--- src/rtl/core/obb_cross.sv ---
// Two-stage exact cross product of two signed 3-D vectors.
`default_nettype none
module obb_cross #(
  parameter int AW = 16,
  parameter int TW = 1
) (
  input  logic                   clk,
  input  logic                   rst,
  input  logic                   ce,
  input  logic                   in_valid,
  input  logic [2:0][AW-1:0]     a,
  input  logic [2:0][AW-1:0]     b,
  input  logic [TW-1:0]          tag_in,
  output logic                   out_valid,
  output logic [2:0][2*AW:0]     r,
  output logic [TW-1:0]          tag_out
);

  logic                        v1;
  logic signed [2*AW-1:0]      pr [6];
  logic [TW-1:0]               tag1;

  always_ff @(posedge clk) begin
    if (rst) begin
      v1 <= 1'b0;
      out_valid <= 1'b0;
    end else if (ce) begin
      v1 <= in_valid;
      out_valid <= v1;
    end
  end

  // Six products, then three differences.
  always_ff @(posedge clk) begin
    if (ce) begin
      pr[0] <= $signed(a[1]) * $signed(b[2]);
      pr[1] <= $signed(a[2]) * $signed(b[1]);
      pr[2] <= $signed(a[2]) * $signed(b[0]);
      pr[3] <= $signed(a[0]) * $signed(b[2]);
      pr[4] <= $signed(a[0]) * $signed(b[1]);
      pr[5] <= $signed(a[1]) * $signed(b[0]);
      tag1 <= tag_in;
      r[0] <= (2*AW+1)'(pr[0]) - (2*AW+1)'(pr[1]);
      r[1] <= (2*AW+1)'(pr[2]) - (2*AW+1)'(pr[3]);
      r[2] <= (2*AW+1)'(pr[4]) - (2*AW+1)'(pr[5]);
      tag_out <= tag1;
    end
  end

endmodule
`default_nettype wire

--- config.mk ---
export PLATFORM = sky130hd
export DESIGN_NAME = obb_cross
export DESIGN_NICKNAME = d
export VERILOG_FILES = /design/src/rtl/core/obb_cross.sv
export SDC_FILE = /design/constraint.sdc
export NUM_CORES = 2
export LEC_CHECK = 0
export BUFFER_PORTS_ARGS = -buffer_cell sky130_fd_sc_hd__buf_2
export CELL_PAD_IN_SITES_DETAIL_PLACEMENT = 2
export CELL_PAD_IN_SITES_GLOBAL_PLACEMENT = 2
export CORE_MARGIN = 2
export CORE_UTILIZATION = 44
export CTS_BUF_LIST = sky130_fd_sc_hd__clkbuf_8
export CTS_CLUSTER_SIZE = 8
export DETAILED_ROUTE_END_ITERATION = 16
export PLACE_DENSITY = 0.82
export SYNTH_ARGS = -nofsm -noshare
export SYNTH_HDL_FRONTEND = slang
export SYNTH_SLANG_ARGS = --single-unit
export TNS_END_PERCENT = 5
--- constraint.sdc ---
create_clock -name clk -period 7.2 [get_ports clk]
set_clock_uncertainty 0.15 [all_clocks]
set_input_delay 0.36 -clock clk [delete_from_list [all_inputs] [get_ports clk]]
set_output_delay 0.36 -clock clk [all_outputs]
set_load 0.02 [all_outputs]
* Word level (Yosys, flattened, before mapping)
Memories as Yosys holds them, arrays and structs flattened. Cells that the tools add are included.
Storage, ports and cells: flip-flop bits (word level) 103, latch bits 0, bits in writable memories 192, ROM bits 0, input bits 101, output and inout bits 101, word-level logic and storage cells 19, memories kept 1
Cells by class: add/subtract/negate cells 3, multiply operators 6, divide/modulo/power cells 0, order comparisons 0, equality and inequality tests 0, shift-type cells 0, mux-type cells 2, bitwise operators 0, reductions and logical operators 0
Memory list:
- pr | words 6, width 32, read ports 6, clocked after memory_dff 0, write ports 6, line 20 | logic signed [2*AW-1:0] pr [6];
Operators with widths (number):
- $mul A16 B16 Y32 | 6
- $sub A32 B32 Y33 | 3
- $mux W1 | 2

* Depth between registers and ports, before layout
depth after elaboration 2, gate-level depth with buffers 26, depth with buffers taken out 24

* Worst setup path before layout
OpenSTA, ideal clock, no wires.
kind in2reg, start point input port a[47] (netlist bit), end point memory pr[2][30] (netlist bit), data pin, library setup time 0.258 ns, arrival time 6.198 ns, data required time 6.792 ns, setup slack 0.595 ns, stages on the path 20, buffers on the path 1, cells stage by stage clkbuf_1 -> nand2_1 -> inv_1 -> fa_1 -> fa_1 -> fa_1 -> fa_1 -> fa_1 -> inv_1 -> fa_1 -> inv_1 -> ha_1 -> a211oi_1 -> o21ai_0 -> a21o_1 -> a221oi_1 -> a21oi_1 -> a2111o_1 -> a21oi_1 -> xnor2_1
RTL lines:
- start, declared | line 11 | input logic [2:0][AW-1:0] a,
- end, declared | line 20

==> run metrics <==
vias per cell=roughly 5.6; DR vias=55,969; TritonCTS clock tree=built; initial antenna violation count=24; Mapped Area=approximately 72,000 um2; Top Ports=about 200; Startpoint Class=primary input; clk slew on worst S/H paths=0.06 ns; Buffers on Ports=about 200; WHS Endpoint=tag1; Synth Flop Type=edfxtp_1; Placed Cells incl. Taps=about 9,800; first-pass GRT wire length=between 400 and 500 mm; Hold WC Path Type=in2reg; CTS Buf Count=67; GR Overflow Total=0; worst slew pin tran=1.078 ns; Worst EP required=~7.6 ns; share of layout cells above drive strength 1=approximately 7.4%; maximum clock rate=roughly 0.14 GHz; sequential-to-total area share from yosys stat=between 10 and 15%; wirelength, routed=approximately 300 mm; status=complete, no violations; Final TNS setup=0 ns; H-tree levels=3; dpl hpwl=between 200 and 250 mm; Residual DRC=0; Core ar.=approximately 160,000 um2; wire length per cell=~30 um; largest net degree at the start of global routing=~120; die width=between 400 and 500 um; final hold viol count=0; clk sink count=between 200 and 300; Tcrit/Tclk final=about 97%; crit-path max FO=15; Worst EP arrival=7.39 ns; Chip Height=roughly 400 um; Slew HR=28.13%; DP Worst Slack=-0.4189 ns; Mapped Nets=9,750; crit path launch=b[47]; Async SR Flop Fraction=0%; root buffer cell=clkbuf_8; Crit. End Element=flop; row count=148; post-synthesis register bit count=295; R2R cell count=13; Syn Inst Count=approximately 7,500; Setup violations, final=0; clock period minus worst slack=around 7.0 ns; worst reg2reg path endpoint=r[32]; Final Instance Count excl. Fillers=around 10,000; Slew Viols, Final=0; cell taking the most area after synthesis=fa_1; Netlist cell types=76; setup slack, reg-to-reg=2.53 ns; clk buf depth=3; synth cell count leaders=1,827 x inv_1, 1,575 x fa_1, 792 x nand2_1, 740 x and2_1, 588 x ha_1; most frequent cell after synthesis=inv_1; remaining antenna violation count after routing=0; RePlAce Congestion=approximately 0.86; max_cap viols=0; number of global-route vias before repair=between 70,000 and 80,000; fin nets=between 9,000 and 10,000; post-synth top area share=a little over two fifths; Setup Buffers After CTS=0; clock latency on the worst-skew pair=0.87 ns; Hold Startpoint=tag_in; Worst Hold Depth=2; Iter 0 DRT Violations=between 3,000 and 4,000; hold slack=between 0.07 and 0.08 ns; RSZ-0062 raised after global routing=no; Setup CP Type=in2reg; Initial Utilization=between 40 and 50%; First-pass DRT Iterations=5; DIE AREA=roughly 170,000 um2; Post-synth EDFFs=293; Synth Area per Inst=~9.7 um2; total track usage=approximately 36%; Warnings, synthesis=0; PnR worst setup slack=0.2160 ns; Synth area leaders=fa_1 44%, edfxtp_1 12%, ha_1 10%; worst flop-to-flop path startpoint=pr[0][0]; P&R area growth vs syn=8.606%
==> state kept, by name, indices dropped and copies added (netlist names) <==
| signal | cells |
|---|---|
| tag1 | 1 |
| v1 | 1 |
| r | 99 |
| tag_out | 1 |
| pr | 192 |
| out_valid | 1 |
==> worst max path at each step <==
stage,cells after the start,endpoint,slack [ns]
finish,21,pr[0][24],0.22
floorplan,20,pr[2][30],0.59
CTS,24,pr[0][31],0.16
global placement,21,pr[0][31],0.06
detailed placement,24,pr[0][31],-0.42
global route,21,pr[0][31],0.11
==> critical path, stage by stage <==
cell and delay, ns:
buf_2 0.13, clkinv_1 0.65, buf_12 0.43, nor2_1 0.17
fa_1 0.48, fa_1 0.47, fa_1 0.56, fa_1 0.46
fa_1 0.53, inv_1 0.08, fa_1 0.52, inv_1 0.05
ha_1 0.35, and3_1 0.28, and3_1 0.22, a221o_1 0.36
o41ai_2 0.34, buf_4 0.25, o21ai_0 0.10, a21oi_1 0.25
xnor2_1 0.33
==> area by class of cell <==
cell class              count  area, um2
repair buffers            466       3378
multi-input cells        5062      55550
clock buffers              67      922.1
diodes                     13      32.53
inverters                1828       6862
clock inverters            47      300.3
well taps                2175       2721
fillers                 17138      84540
flip-flops and latches    295       8838
==> kinds of logic (layout without fill, tap and decap cells) <==
logic type,Yosys count,count (layout),share of synthesized area (%)
fa+ha+maj,2163,2163,53.73
buf+inv,2129,2408,11.04
simple gates,1973,1973,13.59
compound gates,624,624,5.755
xor+xnor,295,295,3.570
flops,295,295,12.21
mux,7,7,0.09681
other cells,0,13,0
==> routing by layer <==
metal	share of wire, %	up-vias	track usage [%]
li1	-	22853	-
met1	35	29967	39.03
met2	52	2069	64.54
met3	4.9	1062	5.430
met4	8.0	18	24.94
met5	0.037	-	0
==> layout by cell type, fill, tap and decap left out, types with 22 or more instances in the layout <==
cell and count:
buf_12 28, xnor2_1 225, nor3_1 40, nor2_1 186
fa_1 1575, a21o_1 136, ha_1 588, and2_1 740
and3_1 32, o21ai_0 89, nor2b_1 26, edfxtp_1 293
inv_1 1844, buf_2 198, o21a_1 27, a31oi_1 22
xor2_1 70, a21oi_1 177, nand2b_1 50, o21bai_1 29
nand2_1 792, clkbuf_8 67, a211oi_1 24, nand3_1 46
buf_4 230
==> timing repair <==
item / CTS / global route
resized for setup: 0 / 4
setup endpoints to repair: 0 / 2
endpoints found under the hold margin: 56 / 0
hold buffers: 7 / 0
==> through the flow <==
step	utilization, %	instance area [um2]
finish	48.18	78600
floorplan	-	72380
global placement	47.36	77270
detailed placement	47.36	77270
global route	48.18	78590
CTS	48.16	78560
Power is not shown: default switching activity piles up to over one toggle a cycle in this logic, so the estimate is an artifact.
