<file path="src/rtl/core/obb_pkg.sv">
// Shared types, constants and the mode table of the orthonormal basis builder.
`default_nettype none
package obb_pkg;

  // Output component width and mode code width.
  localparam int OUT_W = 16;
  localparam int FUNC_W = 4;

  // An aligned magnitude has its leading one at bit ALN_W-1.
  localparam int ALN_W = 30;
  // Sum of three squared aligned magnitudes, and its integer square root.
  localparam int SQ_W = 62;
  localparam int ROOT_W = 31;
  // Magnitude width of the vector that enters the second normalization.
  localparam int CROSS_MAG_W = 62;

  // Mode codes.
  localparam logic [FUNC_W-1:0] FUNC_U  = 4'd0;
  localparam logic [FUNC_W-1:0] FUNC_V  = 4'd1;
  localparam logic [FUNC_W-1:0] FUNC_W_ = 4'd2;
  localparam logic [FUNC_W-1:0] FUNC_UV = 4'd3;
  localparam logic [FUNC_W-1:0] FUNC_VU = 4'd4;
  localparam logic [FUNC_W-1:0] FUNC_UW = 4'd5;
  localparam logic [FUNC_W-1:0] FUNC_WU = 4'd6;
  localparam logic [FUNC_W-1:0] FUNC_VW = 4'd7;
  localparam logic [FUNC_W-1:0] FUNC_WV = 4'd8;

  // Axis slots.
  typedef logic [1:0] slot_t;
  localparam slot_t SLOT_U = 2'd0;
  localparam slot_t SLOT_V = 2'd1;
  localparam slot_t SLOT_W = 2'd2;

  // Decoded mode: which slot is pinned, which gets the helper, which is the
  // third axis, and the operands of the final cross product.
  typedef struct packed {
    logic  ok;
    logic  plane;
    slot_t pin;
    slot_t helper;
    logic  swap;
    slot_t third;
    slot_t ca;
    slot_t cb;
  } mode_t;

  function automatic mode_t mode_lookup(input logic [FUNC_W-1:0] func);
    mode_t m;
    m = '0;
    unique case (func)
      FUNC_U:  m = '{1'b1, 1'b0, SLOT_U, SLOT_V, 1'b0, SLOT_W, SLOT_U, SLOT_V};
      FUNC_V:  m = '{1'b1, 1'b0, SLOT_V, SLOT_U, 1'b0, SLOT_W, SLOT_U, SLOT_V};
      FUNC_W_: m = '{1'b1, 1'b0, SLOT_W, SLOT_U, 1'b0, SLOT_V, SLOT_W, SLOT_U};
      FUNC_UV: m = '{1'b1, 1'b1, SLOT_U, SLOT_W, 1'b0, SLOT_V, SLOT_W, SLOT_U};
      FUNC_VU: m = '{1'b1, 1'b1, SLOT_V, SLOT_W, 1'b1, SLOT_U, SLOT_V, SLOT_W};
      FUNC_UW: m = '{1'b1, 1'b1, SLOT_U, SLOT_V, 1'b1, SLOT_W, SLOT_U, SLOT_V};
      FUNC_WU: m = '{1'b1, 1'b1, SLOT_W, SLOT_V, 1'b0, SLOT_U, SLOT_V, SLOT_W};
      FUNC_VW: m = '{1'b1, 1'b1, SLOT_V, SLOT_U, 1'b0, SLOT_W, SLOT_U, SLOT_V};
      FUNC_WV: m = '{1'b1, 1'b1, SLOT_W, SLOT_U, 1'b1, SLOT_V, SLOT_W, SLOT_U};
      default: m = '0;
    endcase
    return m;
  endfunction

endpackage
`default_nettype wire

</file>
<file path="src/rtl/core/obb_align.sv">
// Two-stage power-of-two alignment of 3-D magnitude vectors.
`default_nettype none
module obb_align #(
  parameter int W  = 16,
  parameter int NV = 1,
  parameter int TW = 1
) (
  input  logic                                          clk,
  input  logic                                          rst,
  input  logic                                          ce,
  input  logic                                          in_valid,
  input  logic [NV-1:0][2:0][W-1:0]                     mag_in,
  input  logic [NV-1:0][2:0]                            neg_in,
  input  logic [TW-1:0]                                 tag_in,
  output logic                                          out_valid,
  output logic [NV-1:0][2:0][obb_pkg::ALN_W-1:0]        aln_out,
  output logic [NV-1:0][2:0]                            neg_out,
  output logic [NV-1:0]                                 zero_out,
  output logic [TW-1:0]                                 tag_out
);
  import obb_pkg::*;

  localparam int PW = $clog2(W);
  localparam int SW = W + ALN_W - 1;

  logic                      v1;
  logic [NV-1:0][2:0][W-1:0] mag1;
  logic [NV-1:0][2:0]        neg1;
  logic [NV-1:0][PW-1:0]     pos1;
  logic [NV-1:0]             zero1;
  logic [TW-1:0]             tag1;

  logic [NV-1:0][W-1:0]            orw;
  logic [NV-1:0][PW-1:0]           pos_next;
  logic [NV-1:0][2:0][ALN_W-1:0]   aln_next;

  // Leading-one position of the largest component, found from the OR of all three.
  always_comb begin
    for (int n = 0; n < NV; n++) begin
      orw[n] = mag_in[n][0] | mag_in[n][1] | mag_in[n][2];
      pos_next[n] = '0;
      for (int b = 0; b < W; b++) begin
        if (orw[n][b]) pos_next[n] = PW'(b);
      end
    end
  end

  // Shift so that the leading one lands at the top aligned bit; right shifts truncate.
  always_comb begin
    for (int n = 0; n < NV; n++) begin
      for (int i = 0; i < 3; i++) begin
        aln_next[n][i] = ALN_W'((SW'(mag1[n][i]) << (ALN_W - 1)) >> pos1[n]);
      end
    end
  end

  // Valid bits.
  always_ff @(posedge clk) begin
    if (rst) begin
      v1 <= 1'b0;
      out_valid <= 1'b0;
    end else if (ce) begin
      v1 <= in_valid;
      out_valid <= v1;
    end
  end

  // Data stages.
  always_ff @(posedge clk) begin
    if (ce) begin
      mag1 <= mag_in;
      neg1 <= neg_in;
      pos1 <= pos_next;
      tag1 <= tag_in;
      for (int n = 0; n < NV; n++) zero1[n] <= (orw[n] == '0);
      aln_out <= aln_next;
      neg_out <= neg1;
      zero_out <= zero1;
      tag_out <= tag1;
    end
  end

endmodule
`default_nettype wire

</file>
<file path="config.mk">
export PLATFORM = sky130hd
export DESIGN_NAME = obb_align
export DESIGN_NICKNAME = d
export VERILOG_FILES = /design/src/rtl/core/obb_pkg.sv /design/src/rtl/core/obb_align.sv
export SDC_FILE = /design/constraint.sdc
export NUM_CORES = 1
export LEC_CHECK = 0
export BUFFER_PORTS_ARGS = -buffer_cell sky130_fd_sc_hd__buf_2
export CORE_MARGIN = 3
export CORE_UTILIZATION = 25
export CTS_CLUSTER_DIAMETER = 120
export CTS_CLUSTER_SIZE = 25
export DETAILED_ROUTE_END_ITERATION = 10
export GPL_TIMING_DRIVEN = 0
export PLACE_DENSITY = 0.45
export SLEW_MARGIN = 5
export SYNTH_ARGS = -nofsm -noshare
export SYNTH_HDL_FRONTEND = slang
export SYNTH_SLANG_ARGS = --single-unit
</file>
<file path="constraint.sdc">
create_clock -name clk -period 2.05 [get_ports clk]
set_input_delay 0.205 -clock clk [delete_from_list [all_inputs] [get_ports clk]]
set_output_delay 0.205 -clock clk [all_outputs]
set_load 0.02 [all_outputs]
</file>
# Word level (Yosys, flattened, before mapping)

Index checks and enable logic that the tools add are counted.

Register bits after elaboration: 154
Latch bits: 0
Memory bits (writable): 0
Bits in read-only memories: 0
Input port bits: 56
Output and inout port bits: 96
Word-level logic and storage cells: 41
Memories kept: 0

Add/sub/neg operators: 0
$mul: 0
Divide/modulo/power cells: 0
Order comparisons: 0
Equality and inequality tests: 0
Shift operators: 3
Muxes and demuxes: 14
Bitwise logic cells: 2
Reduce and logical (&&, ||, !) cells: 4

Operators by type and width:

| cell              | count |
|---|---|
| $shr A45 B4 Y30   | 3 |
| $or A16 B16 Y16   | 2 |
| $logic_not A16 Y1 | 1 |
| $mux W3           | 5 |
| $mux W4           | 3 |
| $mux W2           | 4 |
| $reduce_or A8 Y1  | 1 |
| $reduce_or A4 Y1  | 1 |
| $mux W1           | 2 |
| $reduce_or A2 Y1  | 1 |

# Logic depth before layout (Yosys ltp)

Gate-level depths: netlist (run 1).

Depth in word-level cells: 16
Mapped depth: 7

# Worst setup path after synthesis (run 1)

No wires, ideal clock.

Path kind: register to register
From: reg pos1[1] (netlist bit)
To: reg aln_out[56] (netlist bit), data pin
Library setup time: 258 ps
Arrival time: 1418 ps
Setup slack: 374 ps
Stages on the path, launching flop included: 7
Buffers on the path: 2
Cell sequence: edfxtp_1 > buf_6 > buf_8 > mux2_2 > a21oi_1 > nor2_1 > o221a_2

RTL lines:

| what                   | RTL line        | RTL |
|---|---|---|
| start, declared        | obb_align.sv:29 | `logic [NV-1:0][PW-1:0] pos1;` |
| start signal, assigned | obb_align.sv:73 | `pos1 <= pos_next;` |
| end signal, assigned   | obb_align.sv:76 | `aln_out <= aln_next;` |
| end, declared          | obb_align.sv:16 | `output logic [NV-1:0][2:0][obb_pkg::ALN_W-1:0] aln_out,` |

==> impl_metrics.csv, run 1 <==
group,metric,value,unit
routing,final_wl,16600,µm
logic_synthesis,synthCells,447,
status,outcome,"completed",
clocking,cts_max_level,3,
logic_synthesis,synth.yosys.warnings,0,
sta,final-max-slew-violation-count,0,
place,portBuffers,109,
global_route,use_met3,2.97,%
pwr,share_clk_of_total_power,31.7,%
logic_synthesis,ys_types,44,
global_route,grt_util_met1,16.6,%
die,design.die.area,0.0252,mm²
logic_synthesis,synth_top_cell_by_area,"edfxtp_1",
global_route,met2_usage_in_global_routing,21.4,%
place,finalWeightedCongestion,0.892,
die,fp.dieH,159,µm
sta,final_period_minus_worst_setup_slack,1.98,ns
logic_synthesis,number_of_synthesized_flops_with_an_enable_pin,110,
clocking,cts_sinks,112,
routing,dr.first_iter.drc_count,291,
logic_synthesis,yosys-top-cells-area,"edfxtp_1, mux2i_1, buf_4",
sta,max_freq,0.505,GHz
sta,setup_viol,0,
flow_run,cap_violations,0,
sta,worstMarginPinSlew,0.684,ns
clocking,postCtsSetupRepairBufs,0,
sta,hold_violations,0,
logic_synthesis,ys_seq_elements,112,
final_layout,drive_gt1_share,38.0,%
routing,drt.antenna.violating_nets,0,
global_route,global_route.usage.total,12.9,%
pwr,sw_frac_of_total,26.7,%
routing,routed-via-count,4028,
pwr,vdd.ir_drop.worst,0.465,mV
global_route,grt_pass1_wl,25000,µm
global_route,overflow,0,
clocking,path_clk_slew,0.07,ns
logic_synthesis,asyncSetResetFlopFracSynth,0,%
global_route,initial_antenna_violation_count,1,
logic_synthesis,post_synth_and_or_nand_nor_area_fraction,9.09,%
global_route,grt_start_max_net_pins,62,
final_layout,area_growth_from_synthesis_to_layout,25.2,%
logic_synthesis,muxShareOfSynthArea,17.1,%
critical_path,ff2ff_setup_slack,0.07,ns
die,start_util,25.6,%
sta,finalClockSkew,0.00719,ns
routing,drtPass1Iterations,5,
logic_synthesis,synthDominantCellAreaShare,56.6,%
worst_hold_path,hold_path.class,"in -> reg",
die,core_region_area,0.0228,mm²
clocking,tritoncts,"yes",
critical_path,critPathMaxFanout,10,
logic_synthesis,syn-cell-area,0.00584,mm²
die,placement_rows,55,
logic_synthesis,synth-adder-area-share,0,%
logic_synthesis,synth_compound_area_share,8.25,%
critical_path,worst-endpoint-required,2.13,ns
sta,slew-limit-headroom,54.4,%
pwr,power.net_switching,1.54,mW
critical_path,worst-endpoint-arrival,2.06,ns
pwr,p_int,4.23,mW
final_layout,nets,666,
clocking,clockRootBuffer,"clkbuf_16",
die,ios,152,
pwr,design_power_total,5.77,mW
clocking,cts_buffer_depth,2,
pwr,leakagePower,2.99,nW
routing,viasPerCell,4.34,
global_route,globalRoute.busiestLayer,"met2",
place,dp_hpwl,13700,µm
final_layout,antennaDiodeCount,0,
critical_path,worst_setup_path_start_kind,"flop",
critical_path,critical_path_sink_type,"flop",
critical_path,timing.setup.critical_path_class,"reg -> reg",
routing,routedWlPerCell,17.9,µm
logic_synthesis,synth_xor_xnor_area_share,0,%
die,die_x,159,µm
logic_synthesis,synth_top_flop_cell,"edfxtp_1",
sta,final.hold.worst_slack,0.0239,ns
pwr,sequentialPowerShare,49.0,%
clocking,numCtsBuffers,9,
sta,grt_setup_unrepaired,"true",
sta,setup-tns-final,0,ns
sta,period_share,96.6,%
global_route,vias_in_the_first_global_route,4196,
logic_synthesis,ys_seq_area_share,57.3,%
pwr,power_frac_comb,19.3,%
logic_synthesis,synth_top_family_by_area,"multiplexers",
logic_synthesis,synth_area_per_cell,13.1,µm²
routing,route.detailed.drc,0,
clocking,insertion_delay,0.35,ns
pwr,power.density_cell_area,790,mW/mm²
[synthesized netlist by cell type, types with 3 or more instances]
library cell	n
edfxtp_1	110
mux2i_1	47
buf_4	45
nor2_1	35
mux2_2	29
nand2_1	25
nor3_1	14
o21ai_0	12
clkbuf_1	9
mux4_2	9
a21oi_1	8
a221oi_1	8
buf_2	8
nor2b_1	8
o211ai_1	7
and3_1	6
o221ai_1	6
or3_1	6
and2_1	5
nand3_1	5
o221a_2	5
a31oi_1	4
a211oi_1	3
a22oi_1	3
buf_6	3
[power by group through the flow]
| stage | registers (mW) | logic, mW | clock network [mW] |
|---|---|---|---|
| after floorplan | 2.95 | 0.605 | 0 |
| after global placement | 2.89 | 1.09 | 0 |
| after detailed placement | 2.89 | 1.09 | 0 |
| after CTS | 2.83 | 1.10 | 1.90 |
| after global routing | 2.85 | 1.19 | 1.98 |
| final | 2.83 | 1.12 | 1.83 |
[sequential cells by signal, summed over array words and instances (netlist names)]
name and cells:
aln_out 48, tag_out 1, neg1 3, neg_out 3, zero1 1, pos1 4, v1 1, mag1 48
out_valid 1, tag1 1, zero_out 1
[timing repair]
| item | CTS | global route |
|---|---|---|
| hold buffers | 1 | 0 |
| pin swaps | 0 | 0 |
| endpoints found under the hold margin | 2 | 0 |
| resized for setup | 3 | 11 |
| setup endpoints to repair | 4 | 15 |
[cell families after synthesis]
family | count (synthesis)
compound gates | 66
buf+inv | 71
flops | 112
mux | 85
other cells | 1
simple gates | 112
[layer usage]
layer,vias to the layer above,part of all wire [%]
met2,142,48
met1,1910,44
met4,2,1.9
li1,1955,-
met5,-,0.042
met3,19,5.7
[cell usage in the layout, fill, tap and decap left out, types with 6 or more instances in the layout]
cell and instances:
o221ai_1 6, clkbuf_2 6, o21ai_0 12, and3_1 6, nand2_1 25, nor3_1 14
nor2b_1 8, buf_4 47, buf_2 115, a221oi_1 8, mux2i_1 44, conb_1 42
nor2_1 35, edfxtp_1 110, o211ai_1 7, or3_1 6, clkbuf_16 9, mux2_2 29
mux4_2 9, a21oi_1 8
[area by class of cell]
| class | count | area (µm²) |
|---|---|---|
| inverters | 3 | 11.3 |
| repair buffers | 111 | 586 |
| well taps | 313 | 392 |
| flip-flops and latches | 112 | 3340 |
| clock inverters | 6 | 81.3 |
| fillers | 2316 | 15500 |
| multi-input cells | 305 | 2190 |
| plain buffers | 68 | 478 |
| clock buffers | 10 | 229 |
[worst paths after layout]
| check | start | endpoint | cells past startpoint |
|---|---|---|---|
| setup reg to reg | pos1[0] | aln_out[55] | 6 |
| hold reg to reg | neg1[0] | neg_out[0] | 0 |
| setup / recovery | pos1[0] | aln_out[55] | 6 |
| hold / removal | tag_in | tag1 | 1 |
[worst max-delay path, stage by stage, from the launching register on]
cell and delay (ns):
edfxtp_1 0.38, buf_2 0.19, inv_2 0.17, buf_1 0.40, nor2_1 0.09, o21ai_0 0.28
o221ai_1 0.19
[metrics by stage]
stage | util (%) | setup slack [ns] | std cells | instance area [µm²]
after floorplan | - | 0.374 | 488 | 5990
after global placement | 30.4 | -0.400 | 910 | 6930
after detailed placement | 30.6 | -0.0820 | 911 | 6960
after CTS | 32.0 | 0.0150 | 928 | 7280
after global routing | 32.1 | -0.0453 | 928 | 7310
final | 32.1 | 0.0699 | 928 | 7310
Power figures use the tool's default switching activity.
==> run 2: changes to the inputs <==
Settings changed: ABC_AREA set to 1.
==> impl_metrics.csv, run 2 <==
group,metric,value,unit
status,outcome,"completed",
final_layout,layout.cells.most_common,"nand2_1",
global_route,grt_pass1_wl,25500,µm
critical_path,crit_path_frequent_cell,"o21ai_0",
clocking,cts-resized-gates,0,
pwr,leakagePower,3.06,nW
logic_synthesis,synthCells,587,
sta,grt_setup_unrepaired,"false",
die,ios,152,
critical_path,worst_setup_path_start_kind,"flop",
logic_synthesis,ys_seq_area_share,57.8,%
final_layout,drive_gt1_share,28.3,%
global_route,grt_start_max_net_pins,93,
place,numPlacedInstances,1023,
sta,final-max-slew-violation-count,0,
routing,drtPass1Iterations,5,
clocking,clockRootBuffer,"clkbuf_16",
sta,final_period_minus_worst_setup_slack,1.92,ns
logic_synthesis,ys_types,31,
logic_synthesis,synth_area_per_cell,9.85,µm²
die,start_util,25.5,%
routing,dr.first_iter.drc_count,298,
logic_synthesis,asyncSetResetFlopFracSynth,0,%
sta,period_share,93.6,%
critical_path,timing.setup.critical_path_class,"reg -> reg",
die,design.die.area,0.0250,mm²
critical_path,ff2ff_setup_slack,0.13,ns
logic_synthesis,synth_top_flop_cell,"edfxtp_1",
critical_path,cp_cell_sequence,"buf_6, inv_6, buf_2, a21oi_1, o21ai_0, o21ai_0, o21ai_0, o21ai_1",
sta,hold_violations,0,
worst_hold_path,holdCritStartpoint,"tag_in",
die,core_region_area,0.0227,mm²
final_layout,most-common-layout-cells,"nand2_1, buf_2, edfxtp_1",
die,fp.dieH,158,µm
logic_synthesis,synthDominantCellAreaShare,57.1,%
critical_path,worst-endpoint-arrival,2.01,ns
pwr,power.density_cell_area,772,mW/mm²
final_layout,area_growth_from_synthesis_to_layout,24.1,%
critical_path,critical_path_sink_type,"flop",
global_route,global_route.usage.total,13.5,%
routing,viasPerCell,4.34,
worst_hold_path,hold_path.class,"in -> reg",
clocking,path_clk_slew,0.07,ns
clocking,cts_buffer_depth,2,
critical_path,timing.critical_path.slowest_stage_cell,"edfxtp_1",
final_layout,layout.core_utilization,31.6,%
logic_synthesis,syn-cell-area,0.00578,mm²
global_route,vias_in_the_first_global_route,4405,
global_route,initial_antenna_violation_count,0,
clocking,cts_max_level,3,
critical_path,worst-endpoint-required,2.14,ns
pwr,vdd.ir_drop.worst,0.365,mV
sta,setup_viol,0,
clocking,tritoncts,"yes",
sta,slew-limit-headroom,65.2,%
place,dp_hpwl,13600,µm
logic_synthesis,yosys-top-cells-area,"edfxtp_1, nand2_1, buf_4",
logic_synthesis,synthTopCellsByCount,"nand2_1, edfxtp_1, o21ai_1, buf_4, nor2_1",
critical_path,startpoint,"pos1[0]",
place,portBuffers,109,
critical_path,critical_path.reg2reg.startpoint,"pos1[0]",
sta,finalClockSkew,0.00866,ns
clocking,cts-hold-fix-buffers,2,
logic_synthesis,ys_seq_elements,112,
place,finalWeightedCongestion,0.882,
critical_path,path_buf_inv,3,
logic_synthesis,synth.yosys.warnings,0,
pwr,design_power_total,5.54,mW
sta,max_freq,0.521,GHz
clocking,insertion_delay,0.36,ns
critical_path,critPathTopFamily,"compound AO/OA/AOI/OAI gates",
critical_path,maximum_single_stage_delay_on_the_critical_path,0.38,ns
sta,setup-tns-final,0,ns
global_route,overflow,0,
die,placement_rows,55,
routing,route.detailed.drc,0,
logic_synthesis,synth_most_common_cell,"nand2_1",
die,die_x,158,µm
clocking,numCtsBuffers,9,
routing,drt.antenna.violating_nets,0,
clocking,cts_sinks,112,
sta,worstMarginPinSlew,0.521,ns
routing,routed-via-count,4526,
final_layout,nets,808,
final_layout,antennaDiodeCount,0,
final_layout,reg_top3,"aln_out (48), mag1 (48), pos1 (4)",
final_layout,instances_no_fill,1042,
critical_path,critPathMaxFanout,10,
flow_run,cap_violations,0,
final_layout,n_fill_cell,2444,
routing,final_wl,17000,µm
clocking,postCtsSetupRepairBufs,0,
logic_synthesis,synth_top_cell_by_area,"edfxtp_1",
routing,routedWlPerCell,16.3,µm
logic_synthesis,number_of_synthesized_flops_with_an_enable_pin,110,
## run 2: stage by stage
step                      cell area (µm²)  worst slack (ns)  hold WS [ns]
after floorplan                      5940             0.614         0.274
after global placement               6840            -0.518         0.383
after detailed placement             6870             0.149         0.386
after CTS                            7170             0.150       0.00417
after global routing                 7180            0.0602      0.000515
final                                7180             0.131        0.0157
## run 2: cell families after synthesis
kind of cell,Yosys count,synth area share [%]
DFF,112,57.8
AOI/OAI and AO/OA,125,12.0
muxes,9,1.56
buffers and inverters,101,10.9
and+or+nand+nor,239,17.7
other,1,0.0648
## run 2: final cells by class
cell class                      count  area [µm²]  area share (%)
Buffer                             77         538            7.50
Clock buffer                       10         229            3.19
Clock inverter                      6        43.8           0.610
Inverter                           24        95.1            1.32
Multi-Input combinational cell    415        1960            27.3
Sequential cell                   112        3340            46.6
Tap cell                          285         357            4.97
Timing Repair Buffer              113         609            8.49
## run 2: path summary, 6_finish.rpt
kind	to	cells past startpoint
setup / recovery	aln_out[28]	8
hold / removal	tag1	1
setup reg to reg	aln_out[28]	8
hold reg to reg	neg_out[2]	0
## run 2: worst reg2reg max path, cell delays in order (launching register included)
cell and delay (ns):
edfxtp_1 0.38, buf_6 0.17, inv_6 0.10, buf_2 0.24
a21oi_1 0.10, o21ai_0 0.09, o21ai_0 0.18, o21ai_0 0.28
o21ai_1 0.12
## run 2: routing by layer
metal  up-vias  share of wire, %  track usage (%)
li1       2289                 -                -
met1      2045                47             18.7
met2       164                44             20.6
met3        28               6.7             3.64
met4         0               2.4             4.63
met5         -                 0                0
## run 2: report_power, final
group | internal [mW] | switching (mW) | leakage, nW
clock | 0.829 | 0.826 | 0.133
combinational | 0.363 | 0.732 | 1.81
sequential | 2.72 | 0.0751 | 1.12
==> run 3: changes to the inputs <==
Settings changed: CORE_ASPECT_RATIO set to 1.5, RECOVER_POWER set to 50.
==> impl_metrics.csv, run 3 (same netlist as run 2, synthesis figures left out) <==
group,metric,value,unit
critical_path,worst_setup_path_start_kind,"flop",
worst_hold_path,holdCritStartpoint,"rst",
critical_path,rr_worst_depth,8,
pwr,sw_frac_of_total,28.2,%
pwr,sequentialPowerShare,48.4,%
die,core_region_area,0.0226,mm²
critical_path,startpoint,"pos1[0]",
die,placement_rows,67,
pwr,leakagePower,2.87,nW
place,portBuffers,109,
worst_hold_path,hold_path.class,"in -> reg",
global_route,overflow,0,
global_route,grt_util_met1,14.6,%
critical_path,worst-endpoint-required,2.13,ns
sta,grt_setup_unrepaired,"false",
critical_path,ff2ff_setup_slack,0.05,ns
global_route,vias_in_the_first_global_route,4526,
global_route,grt_start_max_net_pins,64,
die,start_util,25.7,%
global_route,met2_usage_in_global_routing,25.0,%
pwr,vdd.ir_drop.worst,0.381,mV
sta,finalClockSkew,0.00857,ns
critical_path,critical_path.reg2reg.startpoint,"pos1[0]",
routing,drt.antenna.violating_nets,0,
pwr,power.density_cell_area,812,mW/mm²
global_route,global_route.usage.total,13.6,%
die,die_x,130,µm
final_layout,antennaDiodeCount,0,
routing,routedWlPerCell,16.5,µm
clocking,tritoncts,"yes",
sta,final-max-slew-violation-count,0,
pwr,power_frac_comb,18.5,%
clocking,path_clk_slew,0.07,ns
sta,setup_viol,0,
final_layout,area_growth_from_synthesis_to_layout,22.7,%
critical_path,critical_path.reg2reg.endpoint,"aln_out[28]",
routing,route.detailed.drc,0,
clocking,postCtsSetupRepairBufs,0,
clocking,numCtsBuffers,9,
sta,slew-limit-headroom,12.6,%
global_route,use_met3,2.69,%
die,fp.dieH,192,µm
final_layout,reg_top3,"aln_out (48), mag1 (48), pos1 (4)",
routing,routed-via-count,4468,
final_layout,most-common-layout-cells,"nand2_1, edfxtp_1, clkbuf_1",
place,dpl_cell_area,0.00686,mm²
critical_path,critical_path_sink_type,"flop",
final_layout,n_fill_cell,2420,
worst_hold_path,hold_depth,2,
sta,max_freq,0.499,GHz
final_layout,drive_gt1_share,19.2,%
critical_path,timing.setup.critical_path_class,"reg -> reg",
routing,final_wl,17000,µm
clocking,cts_sinks,112,
final_layout,layout.cells.most_common,"nand2_1",
sta,hold_violations,0,
clocking,insertion_delay,0.36,ns
sta,worstMarginPinSlew,1.31,ns
clocking,cts_buffer_depth,2,
place,dp_hpwl,14000,µm
sta,period_share,97.7,%
final_layout,fin_area,0.00710,mm²
routing,drtPass1Iterations,4,
die,ios,152,
worst_hold_path,worst_hold_path.endpoint,"v1",
global_route,grt_pass1_wl,25300,µm
final_layout,nets,805,
pwr,p_int,4.14,mW
sta,setup-tns-final,0,ns
critical_path,worst-endpoint-arrival,2.09,ns
place,finalWeightedCongestion,0.909,
flow_run,cap_violations,0,
global_route,initial_antenna_violation_count,0,
pwr,power.net_switching,1.62,mW
critical_path,critPathMaxFanout,10,
routing,dr.first_iter.drc_count,194,
clocking,cts_max_level,3,
status,outcome,"completed",
sta,final_period_minus_worst_setup_slack,2.00,ns
routing,viasPerCell,4.34,
pwr,share_clk_of_total_power,33.1,%
die,design.die.area,0.0250,mm²
global_route,globalRoute.busiestLayer,"met2",
clocking,clockRootBuffer,"clkbuf_16",
## run 3: power groups by stage
stage | Sequential, mW | Combinational, mW | Clock (mW)
finish | 2.79 | 1.07 | 1.91
global placement | 2.85 | 1.08 | 0
detailed placement | 2.84 | 1.09 | 0
global route | 2.81 | 1.17 | 2.06
floorplan | 2.92 | 0.593 | 0
CTS | 2.79 | 1.09 | 1.95
## run 3: what timing repair did
item                                    CTS  global route
resized for setup                         0             1
hold buffers                              0             0
endpoints found under the setup margin    0             1
## run 3: layout make-up
class                      instances  area (µm²)  area share, %
inverter                          24        95.1           1.34
clock buffer                       9         225           3.17
multi-input combinational        415        1960           27.6
timing repair buffer             110         485           6.84
clock inverter                     7         104           1.46
tap                              276         345           4.87
sequential                       112        3340           47.1
buffer                            77         538           7.58
## run 3: routing by layer
layer / part of all wire, % / vias up / wire, µm
li1: - / 2284 / -
met1: 38 / 2027 / 6450
met2: 53 / 131 / 9000
met3: 5.3 / 26 / 898
met4: 3.6 / 0 / 610
met5: 0 / - / 0
## run 3: worst max-delay path by stage
stage	to	depth (start not counted)
after floorplan	aln_out[28]	8
after global placement	v1	4
after detailed placement	aln_out[28]	8
after CTS	aln_out[28]	8
after global routing	aln_out[28]	8
final	aln_out[28]	8
## run 3: worst max-delay path: stages, from the launching register on
cell and delay (ns):
edfxtp_1 0.38, buf_6 0.17, inv_6 0.10, buf_2 0.27, a21oi_1 0.10, o21ai_0 0.10, o21ai_0 0.21, o21ai_1 0.26
o21ai_1 0.13
## run 3: through the flow
stage | cells | power, mW | hold slack, ns | utilization, % | setup slack (ns)
after global routing | 1030 | 6.04 | 0.00795 | 31.5 | 0.0518
after detailed placement | 1014 | 3.93 | 0.384 | 30.4 | 0.0154
after floorplan | 628 | 3.52 | 0.274 | - | 0.614
final | 1030 | 5.76 | 0.0120 | 31.5 | 0.0466
after CTS | 1030 | 5.83 | 0.00272 | 31.9 | 0.00920
after global placement | 1013 | 3.93 | 0.379 | 30.3 | -0.492
